**config.mk**
```make
export PLATFORM = sky130hd
export DESIGN_NAME = kmh_queue
export DESIGN_NICKNAME = d
export VERILOG_FILES = /design/src/rtl/kmh_pkg.sv /design/src/rtl/kmh_queue.sv
export SDC_FILE = /design/constraint.sdc
export NUM_CORES = 1
export LEC_CHECK = 0
export BUFFER_PORTS_ARGS = -buffer_cell sky130_fd_sc_hd__buf_2
export CORE_UTILIZATION = 30
export DETAILED_ROUTE_END_ITERATION = 10
export RECOVER_POWER = 100
export SLEW_MARGIN = 10
export SYNTH_ARGS = -nofsm -noshare
export SYNTH_HDL_FRONTEND = slang
export SYNTH_SLANG_ARGS = --single-unit
```
**constraint.sdc**
```tcl
create_clock -name clk -period 5.71 [get_ports clk]
set_clock_uncertainty 0.15 [all_clocks]
set_input_delay 1.4275 -clock clk [delete_from_list [all_inputs] [get_ports clk]]
set_output_delay 1.4275 -clock clk [all_outputs]
set_load 0.02 [all_outputs]
```
**src/rtl/kmh_pkg.sv**
```systemverilog
// ----------------------------------------------------------------------------
// kmh_pkg
// Types and constants shared by the k-mer MinHash sketch update block.
// ----------------------------------------------------------------------------
package kmh_pkg;

    localparam logic [1:0] REQ_BASE  = 2'd0;
    localparam logic [1:0] REQ_HASH  = 2'd1;
    localparam logic [1:0] REQ_READ  = 2'd2;
    localparam logic [1:0] REQ_SPARE = 2'd3;

    localparam logic [1:0] CFG_KMER_LENGTH  = 2'd0;
    localparam logic [1:0] CFG_HASH_SEED    = 2'd1;
    localparam logic [1:0] CFG_BUCKET_COUNT = 2'd2;

    localparam logic [5:0]  KMER_LENGTH_RESET  = 6'd21;
    localparam logic [10:0] BUCKET_COUNT_RESET = 11'd1024;
    localparam logic [5:0]  MAX_KMER           = 6'd32;

    localparam logic [63:0] FMIX_C1 = 64'hff51afd7ed558ccd;
    localparam logic [63:0] FMIX_C2 = 64'hc4ceb9fe1a85ec53;
    localparam int          FMIX_SHIFT = 33;
    localparam int          KEY_SHIFT  = 11;

    typedef struct packed {
        logic [1:0]  req_type;
        logic [7:0]  base_char;
        logic        seq_start;
        logic [63:0] hash_value;
        logic [9:0]  read_index;
    } kmh_in_t;

    typedef struct packed {
        logic [52:0] bucket_key;
        logic        bucket_filled;
        logic [10:0] filled_buckets;
    } kmh_out_t;

    typedef enum logic [1:0] {
        OP_CANON,
        OP_DIRECT,
        OP_READ
    } kmh_op_kind_t;

    typedef struct packed {
        kmh_op_kind_t kind;
        logic [63:0]  value;
        logic [9:0]   idx;
    } kmh_op_t;

    typedef struct packed {
        logic full;
        logic empty;
    } kmh_q_stat_t;

    typedef struct packed {
        logic clearing;
    } kmh_back_stat_t;

    typedef enum logic [2:0] {
        B_CLR,
        B_IDLE,
        B_MUL,
        B_SHIFT,
        B_BKT0,
        B_BKT1,
        B_UPD,
        B_RDOUT
    } kmh_bstate_t;

endpackage

```
**src/rtl/kmh_queue.sv**
```systemverilog
// ----------------------------------------------------------------------------
// kmh_queue
// Two-entry queue of operations between the front and back ends.
// ----------------------------------------------------------------------------
module kmh_queue
    import kmh_pkg::*;
(
    input  logic        clk,
    input  logic        rst_n,
    input  logic        push,
    input  kmh_op_t     push_op,
    input  logic        pop,
    output kmh_op_t     head,
    output kmh_q_stat_t q_stat
);

    kmh_op_t     entry_reg [2];
    logic        wr_ptr_reg, wr_ptr_next;
    logic        rd_ptr_reg, rd_ptr_next;
    logic [1:0]  count_reg, count_next;

    assign head         = entry_reg[rd_ptr_reg];
    assign q_stat.full  = (count_reg == 2'd2);
    assign q_stat.empty = (count_reg == 2'd0);

    always_comb
    begin
        wr_ptr_next = push ? ~wr_ptr_reg : wr_ptr_reg;
        rd_ptr_next = pop ? ~rd_ptr_reg : rd_ptr_reg;
        count_next  = count_reg + {1'b0, push} - {1'b0, pop};
    end

    always_ff @(posedge clk)
    begin
        if (push)
        begin
            entry_reg[wr_ptr_reg] <= push_op;
        end
    end

    always_ff @(posedge clk or negedge rst_n)
    begin
        if (!rst_n)
        begin
            wr_ptr_reg <= 1'b0;
            rd_ptr_reg <= 1'b0;
            count_reg  <= '0;
        end
        else
        begin
            wr_ptr_reg <= wr_ptr_next;
            rd_ptr_reg <= rd_ptr_next;
            count_reg  <= count_next;
        end
    end

endmodule

```
==> results of run 1 <==
## power breakdown
part | switching (uW) | internal (uW) | total (uW) | leakage (uW)
clock network | 433 | 639 | 1070 | 0.000264
registers | 143 | 1540 | 1680 | 0.00147
logic | 617 | 371 | 988 | 0.000750
total | 1190 | 2550 | 3750 | 0.00249
## layout make-up
class                           count  area (um^2)  share of cell area (%)
Tap cell                          260          325                    4.52
Multi-Input combinational cell     85          945                    13.1
Sequential cell                   156         4670                    64.9
Inverter                            2         7.51                   0.104
Clock buffer                       20          437                    6.07
Timing Repair Buffer              160          692                    9.61
Clock inverter                     12          123                    1.70
## kinds of logic after synthesis
kind of cell / after synthesis / synth area share, %
muxes: 76 / 16.7
and+or+nand+nor: 4 / 0.388
DFF: 156 / 80.3
buffers and inverters: 11 / 1.44
adders and majority gates: 2 / 0.431
xor gates and xnor gates: 3 / 0.711
## metrics by stage
step | instances | hold slack [ps] | area (um^2)
3_3_place_gp | 663 | 378 | 6880
6_report | 695 | 338 | 7200
4_1_cts | 695 | 396 | 7440
3_5_place_dp | 663 | 387 | 6880
2_1_floorplan | 252 | 305 | 5810
5_1_grt | 695 | 370 | 7200
## cell usage in the layout (no fill, tap or decap), drive strengths merged
cell type,synthesis,layout
edfxtp,152,152
clkbuf,0,107
mux2,76,76
buf,9,73
clkinv,0,5
clkinvlp,0,4
dfrtp,4,4
inv,2,3
nor2b,2,2
xor2,2,2
ha,2,2
bufinv,0,2
xor3,1,1
nor2,1,1
and2,1,1
## cells in the mapped netlist
cell type,number
edfxtp_1,152
mux2_2,46
mux2_4,30
buf_6,5
buf_2,4
dfrtp_1,4
ha_1,2
inv_1,2
nor2b_1,2
xor2_1,2
and2_1,1
nor2_1,1
xor3_1,1
## worst max path at each step
stage / to / depth (start not counted) / slack [ps] / start
2_1_floorplan: entry_reg[0][0] / 1 / 290 / push
3_3_place_gp: head[72] / 3 / 2110 / rd_ptr_reg
3_5_place_dp: head[11] / 3 / 2030 / rd_ptr_reg
4_1_cts: head[11] / 3 / 1630 / rd_ptr_reg
5_1_grt: entry_reg[1][35] / 2 / 770 / push
6_report: entry_reg[1][48] / 2 / 1170 / push
## routing by layer
| layer | track usage, % | share of wire [%] |
|---|---|---|
| met5 | 0 | 0 |
| met4 | 5.49 | 1.6 |
| met3 | 4.01 | 7.3 |
| met2 | 17.8 | 48 |
| met1 | 13.1 | 43 |
==> metrics.md, run 1 <==
| Metric | Value |
|---|---|
| Post-route setup slack | approximately 1200 ps |
| CP startpoint kind | input port |
| Dpl hpwl | between 6 and 7 mm |
| Synth Register Bits | about 160 |
| Cell area after synthesis | around 0.0058 mm^2 |
| Initial DRC count | 91 |
| Port Buffer Count | 157 |
| Final setup viols | 0 |
| CTS Root Cell | clkbuf_16 |
| Routed wire length per instance | between 15 and 20 um |
| Sequential fraction of the synthesis area | between 80 and 90% |
| Later-pin clock latency in the skew report | just over 400 ps |
| Pwr Density | 520 mW/mm^2 |
| R2R Path End | entry_reg[1][48] |
| Critical hold path startpoint | wr_ptr_reg |
| Max-cap check violation count | 3 |
| Vias in the first global route | between 3000 and 4000 |
| Syn. warnings | 0 |
| Synth-to-Final Area Change | 24.0% |
| Cts hold-fix bufs | 0 |
| Drt first pass iters | 4 |
| Worst path cell trace | clkbuf_1, and2_1 |
| Die Wd | approximately 140 um |
| Fmax | 220 MHz |
| Synth top area share | 78.6% |
| Critical path buffer and inverter count | 1 |
| Worst path required time | approximately 5500 ps |
| DRC | 0 |
| Die area | approximately 0.020 mm^2 |
| Relative slew slack | -149% |
| Total power | between 3000 and 4000 uW |
| # rows | 50 |
| Total global routing overflow | 0 |
| RSZ-0062 raised after global routing | false |
| Worst r2r path cells | 1 |
| Critical path fanouts, max | 76 |
| Setup TNS | 0 ps |
| CTS Buf Count | 17 |
| Post-CTS Setup Bufs | 0 |
| Hold Crit Depth | 1 |
| Post-layout util | between 30% and 40% |
| Via density | 4.18 |
| Area contributors post-synth | edfxtp_1, mux2_2, mux2_4 |
| Nets | a little over 500 |
| Clock tree buffer depth | 2 |
| CP arrival | roughly 4300 ps |
| Max FFs per register | 152 |
| Final Hold Viols | 0 |
| Min Tclk post-route | 4540 ps |
| WL final | about 11 mm |
| Core Region | roughly 0.019 mm^2 |
| Filler cell count | 1841 |
| Worst hold path type | register to register |
| Clock Sinks | between 150 and 200 |
| Largest net degree at the start of global routing | 77 |
| Tcrit/Tclk final | 79.6% |
| Number of library cell types mapped by synthesis | 13 |
| Post_cts resized | 0 |
| Syn nets | about 330 |
| Status | finished with violations |
| CP delay by family, top | simple AND/OR/NAND/NOR gates |
| Antenna diodes | 0 |
| Cell count after synthesis | between 200 and 300 |
| Pins Over Slew Limit | roughly 150 |
| Antenna violations before repair | 0 |
| Pre-CTS setup slack | approximately 2000 ps |
| Flop2flop setup slack | ~2000 ps |
| Share of cells above drive strength 1 | approximately a third |
| Post-DRT Antenna Nets | 0 |
| IO Pins | 158 |
| Yosys top cell by area | edfxtp_1 |
| Failing checks | capacitance limit, slew limit |
| Critical Path Sink Type | register |
| Detailed-route via count | 2904 |
| Clock transition at the registers of the reported paths | around 60 ps |
| Peak VDD IR | 282 uV |
| WS Path Type | input port to register |
| Overall Global Routing Usage | between 10% and 20% |
| Leakage power | approximately 0.0025 uW |
| First-pass GRT wire length | around 16 mm |
| Critical R2R Launch | wr_ptr_reg |
| Slew @ Worst Pin | 3730 ps |
| Initial Util | between 30 and 40% |
| Crit path largest cell delay | roughly 2700 ps |
| CTS tree | yes |
| Die Ht | 141 um |
| CP max stage cell | and2_1 |
| H-tree Lvls | 4 |
| Avg Synthesized Cell Area | 23.0 um^2 |
| Worst hold endpoint | wr_ptr_reg |
| RePlAce Congestion | between 0.6 and 0.7 |
No activity file was read; power rests on OpenSTA's default activity.
==> run 2: changes to the inputs <==
- clock period: 5.71 -> 4.3 ns (I/O delays scaled with it)
==> metrics.md, run 2 (synthesis gave the netlist of run 1 again) <==
| Metric | Value |
|---|---|
| Status | finished with violations |
| Failing checks | capacitance limit, slew limit |
| Met2 Usage GRT | 19.0% (+1.3 points) |
| Via density | 4.17 (-0.25%) |
| IO Pins | 158 (unchanged) |
| CP startpoint kind | register |
| Worst hold path type | register to register |
| Switching power total | 1610 uW (+35%) |
| M1 GR Usage | 13.4% (+0.34 points) |
| RSZ-0062 raised after global routing | false |
| Post-CTS Setup Bufs | 0 (unchanged) |
| Worst r2r path cells | 2 (+1) |
| Port Buffer Count | 157 (unchanged) |
| Critical hold path startpoint | wr_ptr_reg |
| Critical path fanouts, max | 41 (-46%) |
| Vias in the first global route | 3164 (-1.3%) |
| Comb power frac | 28.3% (+1.9 points) |
| Reg power frac | 43.3% (-1.7 points) |
| Overall Global Routing Usage | 11.4% (+0.35 points) |
| Critical R2R Launch | wr_ptr_reg |
| Max-cap check violation count | 3 (unchanged) |
| Pins Over Slew Limit | 155 (+6.2%) |
| Post_cts resized | 0 (unchanged) |
| Final setup viols | 0 (unchanged) |
| Synth-to-Final Area Change | 24.8% |
| First-pass GRT wire length | 16.7 mm (+2.3%) |
| Clock transition at the registers of the reported paths | 60 ps (about the same) |
| RePlAce Congestion | 0.659 (-4.4%) |
| Commonest non-fill, non-tap cells in the layout | edfxtp_1, clkbuf_1, buf_2 |
| Clock Sinks | 156 (unchanged) |
| Routed wire length per instance | 15.7 um (+2.6%) |
| Share of cells above drive strength 1 | 34.3% (+0.23 points) |
| Int Power | 3420 uW (+34%) |
| Gr busiest metal | met2 |
| DRC | 0 (unchanged) |
| Critical Path Start | rd_ptr_reg |
| Pwr Density | 694 mW/mm^2 (+33%) |
| Peak VDD IR | 287 uV (+1.6%) |
| Post-layout util | 38.5% (+0.25 points) |
| Clock tree buffer depth | 2 (unchanged) |
| Cts hold-fix bufs | 0 (unchanged) |
| Sw Share | 31.9% (+0.087 points) |
| Later-pin clock latency in the skew report | 410 ps (about the same) |
| Largest net degree at the start of global routing | 77 (unchanged) |
| CTS Buf Count | 17 (unchanged) |
| WS Path Type | register to output pin |
| Relative slew slack | -54.1% (+95 points) |
| Worst path required time | 3070 ps (-2420 ps) |
| Fmax | between 200 and 300 MHz |
| Setup TNS | 0 ps (unchanged) |
| Min Tclk post-route | ~3400 ps |
| Clock Power Share | 28.4% (-0.2 points) |
| CP arrival | 2130 ps (-2200 ps) |
| Antenna violations before repair | 2 (+2) |
| Slew @ Worst Pin | 2310 ps (-1420 ps) |
| Core Region | 0.0188 mm^2 (unchanged) |
| CTS tree | yes |
| Met3 Use GR | 4.45% (+0.44 points) |
| # rows | 50 (unchanged) |
| Detailed-route via count | 2901 (-0.10%) |
| Die area | 0.0199 mm^2 (unchanged) |
| Flop2flop setup slack | 1470 ps (-530 ps) |
| Post-DRT Antenna Nets | 0 (unchanged) |
| Drt first pass iters | 4 (unchanged) |
| Initial DRC count | 119 (+31%) |
| Dpl hpwl | 6.82 mm (+2.8%) |
| Hold Crit Depth | 1 (unchanged) |
| Total global routing overflow | 0 (unchanged) |
| Nets | 504 (unchanged) |
| WL final | 10.9 mm (+2.7%) |
| Leakage power | 0.00251 uW (+1.1%) |
| H-tree Lvls | 4 (unchanged) |
| Die Ht | 141 um (unchanged) |
| Die Wd | 141 um (unchanged) |
| Tcrit/Tclk final | 78.0% |
| Initial Util | 30.8% (unchanged) |
| Most common cell after layout, fill and taps aside | edfxtp_1 |
| CTS Root Cell | clkbuf_16 |
| Max FFs per register | 152 (unchanged) |
| Critical Path Sink Type | output pin |
| Final Hold Viols | 0 (unchanged) |
## run 2: cell count changes in the layout (fill, tap and decap cells not counted), sizes merged
| cell | change |
|---|---|
| buf | -9 |
| clkbuf | +9 |
| clkinv | +3 |
| clkinvlp | -2 |
| diode | +1 |
| inv | -1 |
## run 2: path summary, 6_finish.rpt
path	endpoint
worst max-delay path	head[8]
worst min-delay path	wr_ptr_reg
worst max register to register	entry_reg[0][4]
worst min register to register	wr_ptr_reg
max in group asynchronous	rd_ptr_reg
min in group asynchronous	wr_ptr_reg
## run 2: power by group through the flow
stage,Combinational [uW],Sequential [uW],Clock (uW)
5_1_grt,1530,2220,1540
2_1_floorplan,1220,2120,0
3_3_place_gp,1580,2210,0
4_1_cts,1610,2190,1470
3_5_place_dp,1600,2220,0
6_report,1420,2180,1430
## run 2: stage by stage
| step | setup slack (ps) | hold WS [ps] | total power [uW] | instance area, um^2 | cells |
|---|---|---|---|---|---|
| after floorplan | 652 | 323 | 3340 | 5810 | 252 |
| after global placement | 1280 | 381 | 3790 | 6890 | 663 |
| after detailed placement | 1270 | 384 | 3820 | 6890 | 663 |
| after CTS | 822 | 292 | 5270 | 7450 | 695 |
| after global routing | 677 | 352 | 5290 | 7240 | 695 |
| final | 945 | 342 | 5030 | 7240 | 696 |
## run 2: layout make-up
| cell class | count | area, um^2 |
|---|---|---|
| Antenna cell | 1 | 2.50 |
| Sequential cell | 156 | 4670 |
| Timing Repair Buffer | 160 | 696 |
| Inverter | 2 | 7.51 |
| Tap cell | 260 | 325 |
| Clock inverter | 12 | 124 |
| Multi-Input combinational cell | 85 | 983 |
| Fill cell | 1791 | 11600 |
| Clock buffer | 20 | 437 |
## run 2: critical path: stages, from the launching register on
cell and delay (ps):
dfrtp_4 780, buf_12 340, mux2_2 380, clkbuf_1 180
## run 2: per-layer routing
metal | wire (um) | vias up | share of wire (%)
met4 | 91 | 2 | 0.83
met3 | 720 | 10 | 6.6
met5 | 11 | - | 0.10
li1 | - | 1340 | -
met2 | 5350 | 106 | 49
met1 | 4750 | 1443 | 43
