[config.mk]
export PLATFORM = sky130hd
export DESIGN_NAME = kmh_front
export DESIGN_NICKNAME = d
export VERILOG_FILES = /design/src/rtl/kmh_pkg.sv /design/src/rtl/kmh_front.sv
export SDC_FILE = /design/constraint.sdc
export NUM_CORES = 1
export LEC_CHECK = 0
export ABC_AREA = 1
export BUFFER_PORTS_ARGS = -buffer_cell sky130_fd_sc_hd__buf_2
export CORE_MARGIN = 10
export CORE_UTILIZATION = 30
export CTS_CLUSTER_SIZE = 30
export DETAILED_ROUTE_END_ITERATION = 10
export PLACE_DENSITY = 0.56
export SLEW_MARGIN = 10
export SYNTH_ARGS = -nofsm -noshare
export SYNTH_HDL_FRONTEND = slang
export SYNTH_SLANG_ARGS = --single-unit
[constraint.sdc]
create_clock -name clk -period 8.9 [get_ports clk]
set_input_delay 1.335 -clock clk [delete_from_list [all_inputs] [get_ports clk]]
set_output_delay 1.335 -clock clk [all_outputs]
set_load 0.01 [all_outputs]
[src/rtl/kmh_pkg.sv]
// ----------------------------------------------------------------------------
// kmh_pkg
// Types and constants shared by the k-mer MinHash sketch update block.
// ----------------------------------------------------------------------------
package kmh_pkg;

    localparam logic [1:0] REQ_BASE  = 2'd0;
    localparam logic [1:0] REQ_HASH  = 2'd1;
    localparam logic [1:0] REQ_READ  = 2'd2;
    localparam logic [1:0] REQ_SPARE = 2'd3;

    localparam logic [1:0] CFG_KMER_LENGTH  = 2'd0;
    localparam logic [1:0] CFG_HASH_SEED    = 2'd1;
    localparam logic [1:0] CFG_BUCKET_COUNT = 2'd2;

    localparam logic [5:0]  KMER_LENGTH_RESET  = 6'd21;
    localparam logic [10:0] BUCKET_COUNT_RESET = 11'd1024;
    localparam logic [5:0]  MAX_KMER           = 6'd32;

    localparam logic [63:0] FMIX_C1 = 64'hff51afd7ed558ccd;
    localparam logic [63:0] FMIX_C2 = 64'hc4ceb9fe1a85ec53;
    localparam int          FMIX_SHIFT = 33;
    localparam int          KEY_SHIFT  = 11;

    typedef struct packed {
        logic [1:0]  req_type;
        logic [7:0]  base_char;
        logic        seq_start;
        logic [63:0] hash_value;
        logic [9:0]  read_index;
    } kmh_in_t;

    typedef struct packed {
        logic [52:0] bucket_key;
        logic        bucket_filled;
        logic [10:0] filled_buckets;
    } kmh_out_t;

    typedef enum logic [1:0] {
        OP_CANON,
        OP_DIRECT,
        OP_READ
    } kmh_op_kind_t;

    typedef struct packed {
        kmh_op_kind_t kind;
        logic [63:0]  value;
        logic [9:0]   idx;
    } kmh_op_t;

    typedef struct packed {
        logic full;
        logic empty;
    } kmh_q_stat_t;

    typedef struct packed {
        logic clearing;
    } kmh_back_stat_t;

    typedef enum logic [2:0] {
        B_CLR,
        B_IDLE,
        B_MUL,
        B_SHIFT,
        B_BKT0,
        B_BKT1,
        B_UPD,
        B_RDOUT
    } kmh_bstate_t;

endpackage

[src/rtl/kmh_front.sv]
// ----------------------------------------------------------------------------
// kmh_front
// Accepts items, rolls the forward and reverse-complement k-mers, and queues
// hash inserts and bucket reads for the back end.
// ----------------------------------------------------------------------------
module kmh_front
    import kmh_pkg::*;
(
    input  logic           clk,
    input  logic           rst_n,
    input  logic           in_valid,
    output logic           in_ready,
    input  kmh_in_t        in_data,
    input  logic [5:0]     kmer_length,
    input  kmh_q_stat_t    q_stat,
    input  kmh_back_stat_t back_stat,
    output logic           push,
    output kmh_op_t        push_op
);

    logic [63:0] fwd_reg, fwd_next;
    logic [63:0] rev_reg, rev_next;
    logic [31:0] flags_reg, flags_next;
    logic [5:0]  fill_reg, fill_next;

    logic [5:0]  k;
    logic [63:0] kmask;
    logic [31:0] fmask;
    logic [1:0]  fc;
    logic [1:0]  rc;
    logic        bad;
    logic [63:0] fwd_base, rev_base;
    logic [31:0] flags_base;
    logic [5:0]  fill_base;
    logic        accept;
    logic        hash_ok;

    assign in_ready = !back_stat.clearing && !q_stat.full;
    assign accept   = in_valid && in_ready;

    always_comb
    begin
        if (kmer_length == 6'd0)
        begin
            k = 6'd1;
        end
        else if (kmer_length > MAX_KMER)
        begin
            k = MAX_KMER;
        end
        else
        begin
            k = kmer_length;
        end
    end

    always_comb
    begin
        if (k == MAX_KMER)
        begin
            kmask = '1;
            fmask = '1;
        end
        else
        begin
            kmask = (64'd1 << {k, 1'b0}) - 64'd1;
            fmask = (32'd1 << k) - 32'd1;
        end
    end

    always_comb
    begin
        bad = 1'b0;
        fc  = 2'd0;
        unique case (in_data.base_char)
            8'h41, 8'h61: fc = 2'd0;
            8'h43, 8'h63: fc = 2'd1;
            8'h47, 8'h67: fc = 2'd2;
            8'h54, 8'h74: fc = 2'd3;
            default:      bad = 1'b1;
        endcase
        rc = bad ? 2'd0 : (2'd3 - fc);
    end

    always_comb
    begin
        if (in_data.seq_start)
        begin
            fwd_base   = '0;
            rev_base   = '0;
            flags_base = '0;
            fill_base  = '0;
        end
        else
        begin
            fwd_base   = fwd_reg;
            rev_base   = rev_reg;
            flags_base = flags_reg;
            fill_base  = fill_reg;
        end
    end

    always_comb
    begin
        fwd_next   = fwd_reg;
        rev_next   = rev_reg;
        flags_next = flags_reg;
        fill_next  = fill_reg;
        if (accept && in_data.req_type == REQ_BASE)
        begin
            fwd_next   = ((fwd_base << 2) | {62'd0, fc}) & kmask;
            rev_next   = ((rev_base >> 2) | ({62'd0, rc} << {k - 6'd1, 1'b0})) & kmask;
            flags_next = {flags_base[30:0], bad};
            fill_next  = (fill_base < MAX_KMER) ? fill_base + 6'd1 : fill_base;
        end
    end

    assign hash_ok = (fill_next >= k) && ((flags_next & fmask) == 32'd0);

    always_comb
    begin
        push          = 1'b0;
        push_op.kind  = OP_CANON;
        push_op.value = (fwd_next <= rev_next) ? fwd_next : rev_next;
        push_op.idx   = in_data.read_index;
        if (accept)
        begin
            priority case (in_data.req_type)
                REQ_BASE:
                begin
                    push = hash_ok;
                end
                REQ_HASH:
                begin
                    push          = 1'b1;
                    push_op.kind  = OP_DIRECT;
                    push_op.value = in_data.hash_value;
                end
                REQ_READ:
                begin
                    push         = 1'b1;
                    push_op.kind = OP_READ;
                end
                default:
                begin
                    push = 1'b0;
                end
            endcase
        end
    end

    always_ff @(posedge clk or negedge rst_n)
    begin
        if (!rst_n)
        begin
            fwd_reg   <= '0;
            rev_reg   <= '0;
            flags_reg <= '0;
            fill_reg  <= '0;
        end
        else
        begin
            fwd_reg   <= fwd_next;
            rev_reg   <= rev_next;
            flags_reg <= flags_next;
            fill_reg  <= fill_next;
        end
    end

endmodule

==> results of run 1 <==
-- power groups by stage --
| stage | Clock [mW] | Combinational [mW] | Sequential, mW |
|---|---|---|---|
| final | 0.778 | 1.25 | 0.920 |
| after CTS | 0.785 | 1.26 | 0.920 |
| after floorplan | 0 | 0.802 | 0.924 |
| after global routing | 0.814 | 1.41 | 0.933 |
| after global placement | 0 | 1.23 | 0.931 |
| after detailed placement | 0 | 1.25 | 0.934 |
-- synthesized netlist by cell type, types with 8 or more instances --
cell                       instances
sky130_fd_sc_hd__nand4_1          34
sky130_fd_sc_hd__or2_2            18
sky130_fd_sc_hd__o32ai_1          20
sky130_fd_sc_hd__o211ai_1         11
sky130_fd_sc_hd__o22ai_1          68
sky130_fd_sc_hd__dfrtp_1         166
sky130_fd_sc_hd__nand2_1         435
sky130_fd_sc_hd__buf_1            15
sky130_fd_sc_hd__o21ai_1          48
sky130_fd_sc_hd__inv_2            21
sky130_fd_sc_hd__nand3_1         129
sky130_fd_sc_hd__nor2_1          119
sky130_fd_sc_hd__ha_1             80
sky130_fd_sc_hd__nor2_2           11
sky130_fd_sc_hd__inv_1           278
sky130_fd_sc_hd__clkbuf_1         51
sky130_fd_sc_hd__buf_2             8
sky130_fd_sc_hd__buf_4            16
sky130_fd_sc_hd__a32o_1           16
sky130_fd_sc_hd__o21ai_0          58
sky130_fd_sc_hd__a21oi_1          66
-- placed cells by master, fill, tap and decap left out, types with 4 or more instances in the layout --
| cell type | synthesis | layout |
|---|---|---|
| sky130_fd_sc_hd__a211oi_1 | 4 | 4 |
| sky130_fd_sc_hd__a32o_1 | 16 | 16 |
| sky130_fd_sc_hd__inv_1 | 278 | 277 |
| sky130_fd_sc_hd__buf_4 | 16 | 49 |
| sky130_fd_sc_hd__nand3_1 | 129 | 129 |
| sky130_fd_sc_hd__inv_2 | 21 | 22 |
| sky130_fd_sc_hd__or2_2 | 18 | 18 |
| sky130_fd_sc_hd__o21ai_0 | 58 | 58 |
| sky130_fd_sc_hd__nor3_1 | 7 | 6 |
| sky130_fd_sc_hd__o32ai_1 | 20 | 20 |
| sky130_fd_sc_hd__nand3_2 | 6 | 6 |
| sky130_fd_sc_hd__o22ai_1 | 68 | 68 |
| sky130_fd_sc_hd__o221ai_1 | 5 | 5 |
| sky130_fd_sc_hd__nor2_1 | 119 | 119 |
| sky130_fd_sc_hd__nand4_2 | 6 | 6 |
| sky130_fd_sc_hd__o2111ai_1 | 7 | 7 |
| sky130_fd_sc_hd__a21oi_1 | 66 | 66 |
| sky130_fd_sc_hd__inv_8 | 0 | 6 |
| sky130_fd_sc_hd__o211ai_1 | 11 | 11 |
| sky130_fd_sc_hd__nand2_4 | 4 | 5 |
| sky130_fd_sc_hd__nand2_2 | 6 | 8 |
| sky130_fd_sc_hd__dfrtp_1 | 166 | 166 |
| sky130_fd_sc_hd__o21ai_1 | 48 | 48 |
| sky130_fd_sc_hd__nand2_1 | 435 | 432 |
| sky130_fd_sc_hd__nand4_1 | 34 | 34 |
| sky130_fd_sc_hd__nor2_2 | 11 | 10 |
| sky130_fd_sc_hd__o32ai_2 | 4 | 4 |
| sky130_fd_sc_hd__ha_1 | 80 | 80 |
| sky130_fd_sc_hd__o21ai_2 | 5 | 5 |
| sky130_fd_sc_hd__clkbuf_16 | 0 | 17 |
| sky130_fd_sc_hd__nor3_2 | 4 | 5 |
| sky130_fd_sc_hd__nor2_4 | 5 | 6 |
| sky130_fd_sc_hd__buf_2 | 8 | 151 |
-- metrics by stage --
stage | area (µm²) | instances | total power [mW] | util, %
3_5_place_dp | 14000 | 2418 | 2.19 | 34.0
4_1_cts | 14600 | 2450 | 2.96 | 35.5
2_1_floorplan | 12500 | 1775 | 1.73 | -
3_3_place_gp | 14000 | 2418 | 2.16 | 34.0
5_1_grt | 14600 | 2450 | 3.16 | 35.5
6_report | 14600 | 2450 | 2.95 | 35.5
-- kinds of logic after synthesis --
kind of cell,after synthesis,synth area share (%)
buffers and inverters,394,12.6
adders and majority gates,80,7.99
AOI/OAI and AO/OA,337,17.4
and+or+nand+nor,794,28.4
DFF,166,33.2
xor gates and xnor gates,4,0.489
-- cell type report --
| class | count | area (µm²) |
|---|---|---|
| Clock buffer | 17 | 425 |
| Multi-Input combinational cell | 1215 | 6820 |
| Timing Repair Buffer | 204 | 1190 |
| Clock inverter | 15 | 178 |
| Inverter | 301 | 1130 |
| Sequential cell | 166 | 4150 |
| Tap cell | 532 | 666 |
| Fill cell | 4341 | 26400 |
-- worst max-delay path: cells and delay by family --
| kind | cells | cell delay, ns |
|---|---|---|
| adder cells (fa/ha/maj) | 2 | 0.88 |
| AO/OA/AOI/OAI | 2 | 0.21 |
| AND/OR/NAND/NOR | 20 | 2.90 |
| buffers and inverters | 14 | 1.79 |
-- layer usage --
metal | GRT usage (%) | vias to the layer above | wire length, µm
li1 | - | 6115 | -
met1 | 24.5 | 6216 | 21200
met2 | 29.8 | 389 | 21800
met3 | 2.04 | 65 | 2230
met4 | 5.48 | 0 | 1210
met5 | 0 | - | 0
-- worst max-delay path by stage --
stage	start	end	depth (start not counted)
2_1_floorplan	kmer_length[2]	push_op[47]	29
3_3_place_gp	kmer_length[4]	push_op[33]	38
3_5_place_dp	kmer_length[4]	push_op[33]	38
4_1_cts	kmer_length[4]	push_op[33]	38
5_1_grt	kmer_length[4]	push_op[32]	37
6_report	kmer_length[4]	push_op[33]	38
-- timing repair --
action | in CTS | in global routing
hold endpoints to repair | 0 | 0
setup endpoints to repair | 0 | 8
gates resized for setup | 0 | 1
==> summary by stage, run 1 <==
STA
The final max-slew violation count is 0. The setup TNS after final layout is 0 ns. Timing would allow up to 118 MHz. The final-report setup violation count is 0. The post-layout minimum cycle time is about 8.5 ns. The slew of the pin with the lowest slew margin is roughly 0.95 ns. The final period utilization is between 90 and 100%.

The worst slack on hold paths is around 0.50 ns. The count of endpoints failing hold in the final timing report is 0. Setup repair after global routing left no endpoint under its margin. Clock skew on the completed layout was measured at between 0.01 and 0.015 ns. The worst setup slack after layout is 0.404 ns.

Headroom to the max-slew limit came out at between 30% and 40%.

Route
After detailed routing, the number of remaining DRC violations is 0. The final routed wire length divided by cell count is between 15 and 20 µm. The initial DRC count is ~1100.

The routed layout has around 13000 vias. The post-detailed-routing wire length is between 40 and 50 mm. In the routed layout, each cell is associated on average with a via count of about 5.2.

The detail route stage leaves a number of antenna-violating nets equal to 0. The total iterations of the first detailed-routing run is 5.

Worst setup path
The cell that appears most often on the critical path is sky130_fd_sc_hd__inv_1. Data on the critical path is required at its endpoint by roughly 7.6 ns. The worst register-to-register path ends at fill_reg[4]. The kind of start point of the critical path is an input port. The minimum setup slack among reg-to-reg paths is roughly 7.7 ns. The maximum net fanout on the critical path is 35. The critical-path cell with the highest stage delay is sky130_fd_sc_hd__ha_1.

The stage delay of the slowest cell on the critical path is a little over 0.5 ns. The category of the worst setup path capture point is a primary output. Data arrives at the worst endpoint at 7.16 ns.

The path type of the worst setup path is input port to primary output. Measured in cells, the most critical reg-to-reg path has a length of 6. The startpoint identified for the worst register-to-register timing path is fill_reg[0].

Status
The flow ran to the end, and the final reports show no timing, DRC or antenna violations.

Power and ir drop
The net switching power figure is between 1 and 1.5 mW. The part of the power in the clock network is between 20% and 30%. Cell internal power was estimated by the tool at ~1.7 mW. The maximum vdd drop is roughly 160 µV.

In this run switching power makes up a little over two fifths of total power. In this run, flip-flops and latches consume slightly above 30% of the power. The power density over the cells is ~200 nW/µm². The standby leakage power is approximately 7.7 nW. The combinational share of power is between 40% and 50%.

Clock network
The H-tree was split into 4 levels. The total clock buffers created by CTS is 17. The clock tree from TritonCTS is yes. The later pin in the worst-skew pair is clocked with a latency of roughly 0.44 ns.

The number of setup buffers added after CTS is 0. The TritonCTS sink count is 166. The cell chosen for the clock root is sky130_fd_sc_hd__clkbuf_16. The clock passes through at most 2 buffers.

The number of buffers inserted by hold repair at cts is 0. After clock tree synthesis, the clock-pin slew on the worst setup and hold paths is roughly 0.070 ns.

Place
Timing analysis after detailed placement gives a worst setup slack of between 0.3 and 0.4 ns. The count of buffers from port buffering is roughly 150. At the end of routability-driven placement, the weighted congestion stood at between 0.9 and 1. The half-perimeter wire length after detailed placement is about 36 mm.

Finish
The number of antenna repair diodes is 0. After the last flow step, the layout net total stands at approximately 2100. The layout overhead on the synthesized area is 16.3%. Cells with a size suffix above 1 make up 17.8% of the layout.

Synthesis
The synthesized area is approximately 13000 µm². Counting flops with a built-in enable in the synthesized netlist gives 0. The post-synthesis net count is ~2000. Yosys mapped the design onto slightly above 60 distinct sky130hd cell types. In the post-synthesis netlist, the biggest area contributors are sky130_fd_sc_hd__dfrtp_1 33%, sky130_fd_sc_hd__nand2_1 13%, sky130_fd_sc_hd__inv_1 8.3%, sky130_fd_sc_hd__ha_1 8.0%, sky130_fd_sc_hd__nand3_1 5.2%. The cell count after synthesis came out at around 1800. The average instance in the mapped netlist occupies approximately 7.1 µm². Counting flops with an async set or reset pin after synthesis yields a share of 100%. Sequential cells were found to cover around a third of the synthesized design area. The synthesized design contains 166 register bits. The share of synthesized area in the top cell type comes to between 30% and 40%. The post-synthesis cell type with the largest combined area is sky130_fd_sc_hd__dfrtp_1.

In the synthesized netlist the dominant register cell turns out to be sky130_fd_sc_hd__dfrtp_1. The count of warnings emitted by yosys is 0.

Global routing
After global routing the overflow that remains totals 0. Across every metal layer, demand over resource in global routing totals between 10% and 20%. The via count of the first global-routing pass came to ~12000. Entering global routing, the biggest net connects about 140 pins. The number of antenna violations at the first check in global routing is 0. The global-route wire length before repair is between 70 and 80 mm.

Floorplanning
The overall die area is just over 50000 µm². The die extent in x is between 200 and 250 µm. The initial core utilization is about 31%.

The total area inside the core boundary comes to between 40000 and 50000 µm². Row generation in the floorplan step produced between 70 and 80 rows. The count of pins on the block boundary is around 180. Measured along the y axis, the die boundary spans between 200 and 250 µm.

Min path
The end point of the worst hold path is flags_reg[31]. The worst min-delay path class is register to register. The worst hold path passes through 2 cells. The launch point of the worst hold path is flags_reg[31].

Run
The number of maximum-capacitance constraint violations is 0.
No activity file was read; power rests on OpenSTA's default activity.
==> run 2, diff against run 1 <==
--- a/config.mk
+++ b/config.mk
@@ -7,12 +7,15 @@
 export LEC_CHECK = 0
 export ABC_AREA = 1
 export BUFFER_PORTS_ARGS = -buffer_cell sky130_fd_sc_hd__buf_2
+export CELL_PAD_IN_SITES_DETAIL_PLACEMENT = 1
+export CELL_PAD_IN_SITES_GLOBAL_PLACEMENT = 1
 export CORE_MARGIN = 10
 export CORE_UTILIZATION = 30
 export CTS_CLUSTER_SIZE = 30
 export DETAILED_ROUTE_END_ITERATION = 10
-export PLACE_DENSITY = 0.56
-export SLEW_MARGIN = 10
+export PLACE_DENSITY = 0.7
+export SKIP_CTS_REPAIR_TIMING = 1
+export SLEW_MARGIN = 20
 export SYNTH_ARGS = -nofsm -noshare
 export SYNTH_HDL_FRONTEND = slang
 export SYNTH_SLANG_ARGS = --single-unit
==> run 2 against run 1 <==
Net effect:
- critical path depth shrank 2
- sequential power about the same
- setup slack gained 0.0065 ns
- critical endpoint is now push_op[55]
==> summary by stage, run 2 (synthesis results as in run 1) <==
Global routing
The number of antenna violations at the first check in global routing is 0 (unchanged). The pin count of the biggest net entering global routing is 135 (unchanged). The global-route congestion overflow total is 0 (unchanged). The total routing resource utilization after global routing is 19.5% (was 18.1%). The global-route wire length before repair is 77.3 mm (was 72.3 mm).

The via count of the first global-routing pass came to 13600 (was 12500).

Power and ir drop
The standby leakage power is 7.60 nW (was 7.66 nW). The combinational share of power is 44.9% (was 42.5%). The part of the power in the clock network is 23.7% (was 26.4%). The switching part of the total is 42.2% (was 41.7%).

The power density over the cells is 203 nW/µm² (about the same). The net switching power figure is 1.24 mW (was 1.23 mW). The maximum vdd drop came to 143 µV (was 159 µV). The total internal power is 1.70 mW (was 1.72 mW).

The sequential group share of total power came to 31.4% (was 31.2%).

Place
The global placer's final weighted congestion is 0.932 (was 0.953). The pre-CTS worst setup slack is 0.297 ns (was 0.382 ns). The count of buffers from port buffering came to 152 (unchanged). The cell count after placement is 2412 (was 2418).

The placed standard-cell area is 13900 µm² (was 14000 µm²). The half-perimeter wire length after detailed placement is 38.7 mm (was 35.9 mm).

STA
The worst slack on hold paths was 0.535 ns (was 0.503 ns). The setup TNS after final layout is 0 ns (unchanged). The final-report setup violation count is 0 (unchanged). The post-layout minimum cycle time is 8.49 ns (was 8.50 ns). The maximum clock rate is 118 MHz (about the same). The final period utilization came to 95.4% (was 95.5%). The final max-slew violation count came to 0 (unchanged). The headroom to the max-slew limit is 38.2% (was 36.9%).

The worst clock skew on the final layout was 0.0126 ns (was 0.0104 ns). The worst setup slack after layout is 0.410 ns (was 0.404 ns). The count of endpoints failing hold in the final timing report is 0 (unchanged).

The slew of the pin with the lowest slew margin was 0.928 ns (was 0.946 ns).

Clock network
The total clock buffers created by CTS is 17 (unchanged). The clock tree from TritonCTS is yes (unchanged). The buffer depth of the longest clock path is 2 (unchanged). The TritonCTS sink count was 166 (unchanged). The insertion delay of the later-clocked pin in the worst-skew pair came to 0.46 ns (was 0.44 ns). The clock-pin slew on the worst setup and hold paths is 0.07 ns (about the same). The H-tree level count is 4 (unchanged). The cell chosen for the clock root is sky130_fd_sc_hd__clkbuf_16 (unchanged).

Finish
The number of nets in the finished design came to 2078 (was 2082). The commonest non-fill, non-tap cell in the layout is sky130_fd_sc_hd__nand2_1 (unchanged). The number of antenna repair diodes is 0 (unchanged). The final cell count without fillers is 2446 (was 2450). The fraction of layout instances using a drive strength above 1 is 17.6% (was 17.8%). The layout overhead on the synthesized area is 15.7% (was 16.3%). The area of all placed cells without fillers is 14500 µm² (was 14600 µm²).

Most frequent cells in the layout: 432 x sky130_fd_sc_hd__nand2_1, 277 x sky130_fd_sc_hd__inv_1, 166 x sky130_fd_sc_hd__dfrtp_1 (unchanged).

Worst setup path
The required time at the worst-slack endpoint was 7.57 ns (about the same). The kind of start point of the critical path is an input port (unchanged). The most common cell type on the critical path is sky130_fd_sc_hd__nand2_1 (was sky130_fd_sc_hd__inv_1).

The critical-path cell with the highest stage delay is sky130_fd_sc_hd__ha_1 (unchanged). The number of buffer and inverter stages on the critical path is 10 (was 14). The stage delay of the slowest cell on the critical path is 0.46 ns (was 0.51 ns). The category of the worst setup path capture point is a primary output (unchanged).

The maximum net fanout on the critical path is 37 (was 35). The gate family responsible for the most delay along the worst path is simple AND/OR/NAND/NOR gates (unchanged). The worst endpoint data arrival time is 7.15 ns (was 7.16 ns).

The path type of the worst setup path is input port to primary output (unchanged).

Route
The initial DRC count was 918 (was 1110). The number of DRC violations after detailed routing was 0 (unchanged). The via count came to 12900 (was 12800). The total iterations of the first detailed-routing run was 5 (unchanged). The detail-routed via count per cell is 5.26 (was 5.22).

The final routed wire length divided by cell count is 20.3 µm (was 19.0 µm). The post-detailed-route count of antenna-violating nets is 0 (unchanged). The post-detailed-routing wire length is 49.7 mm (was 46.5 mm).

Run
The number of maximum-capacitance constraint violations is 0 (unchanged).

Floorplanning
The initial core utilization is 30.5% (unchanged). The vertical die dimension was 224 µm (unchanged). The number of standard-cell rows in the floorplan is 74 (unchanged). The die extent in x was 224 µm (unchanged). The overall die area came to 50300 µm² (unchanged). The floorplan core area is 41000 µm² (unchanged). The count of pins on the block boundary is 175 (unchanged).

Status
Status: finished clean (unchanged).

Min path
The worst min-delay path class is register to register (unchanged).
[run 2: through the flow]
stage          utilization [%]  power (mW)
2_1_floorplan                -        1.73
3_3_place_gp              34.0        2.21
3_5_place_dp              34.0        2.25
4_1_cts                   35.3        2.95
5_1_grt                   35.3        3.15
6_report                  35.3        2.94
[run 2: final timing paths]
| path | slack, ns | cells after the start | startpoint | end |
|---|---|---|---|---|
| max | 0.41 | 36 | kmer_length[4] | push_op[55] |
| min | 0.53 | 2 | flags_reg[0] | flags_reg[0] |
| max reg2reg | 7.56 | 6 | fill_reg[0] | fill_reg[2] |
| min reg2reg | 0.53 | 2 | flags_reg[0] | flags_reg[0] |
| max in group asynchronous | 6.45 | 2 | rst_n | rev_reg[55] |
| min in group asynchronous | 1.02 | 1 | rst_n | flags_reg[30] |
[run 2: power groups by stage]
stage               Sequential, mW  Clock, mW  Combinational [mW]
finish                       0.923      0.696                1.32
CTS                          0.923      0.705                1.32
floorplan                    0.924          0               0.802
global placement             0.930          0                1.28
detailed placement           0.937          0                1.31
global route                 0.938      0.732                1.48
[run 2: layout make-up]
type	count	area, µm²
Clock inverter	10	73.8
Fill cell	5207	26500
Tap cell	532	666
Multi-Input combinational cell	1215	6830
Clock buffer	22	454
Inverter	301	1130
Sequential cell	166	4150
Timing Repair Buffer	200	1180
[run 2: tightest hold or removal path, stage by stage, from the launching register on]
cell and delay (ns):
sky130_fd_sc_hd__dfrtp_1 0.35, sky130_fd_sc_hd__nand2_1 0.05, sky130_fd_sc_hd__o21ai_1 0.09
[run 2: routing by layer]
metal,up-vias,global-route usage (%),share of wire (%)
met5,-,0,0
met4,0,6.47,2.5
met3,65,2.77,4.5
met2,329,32.2,47
met1,6356,25.8,46
li1,6108,-,-
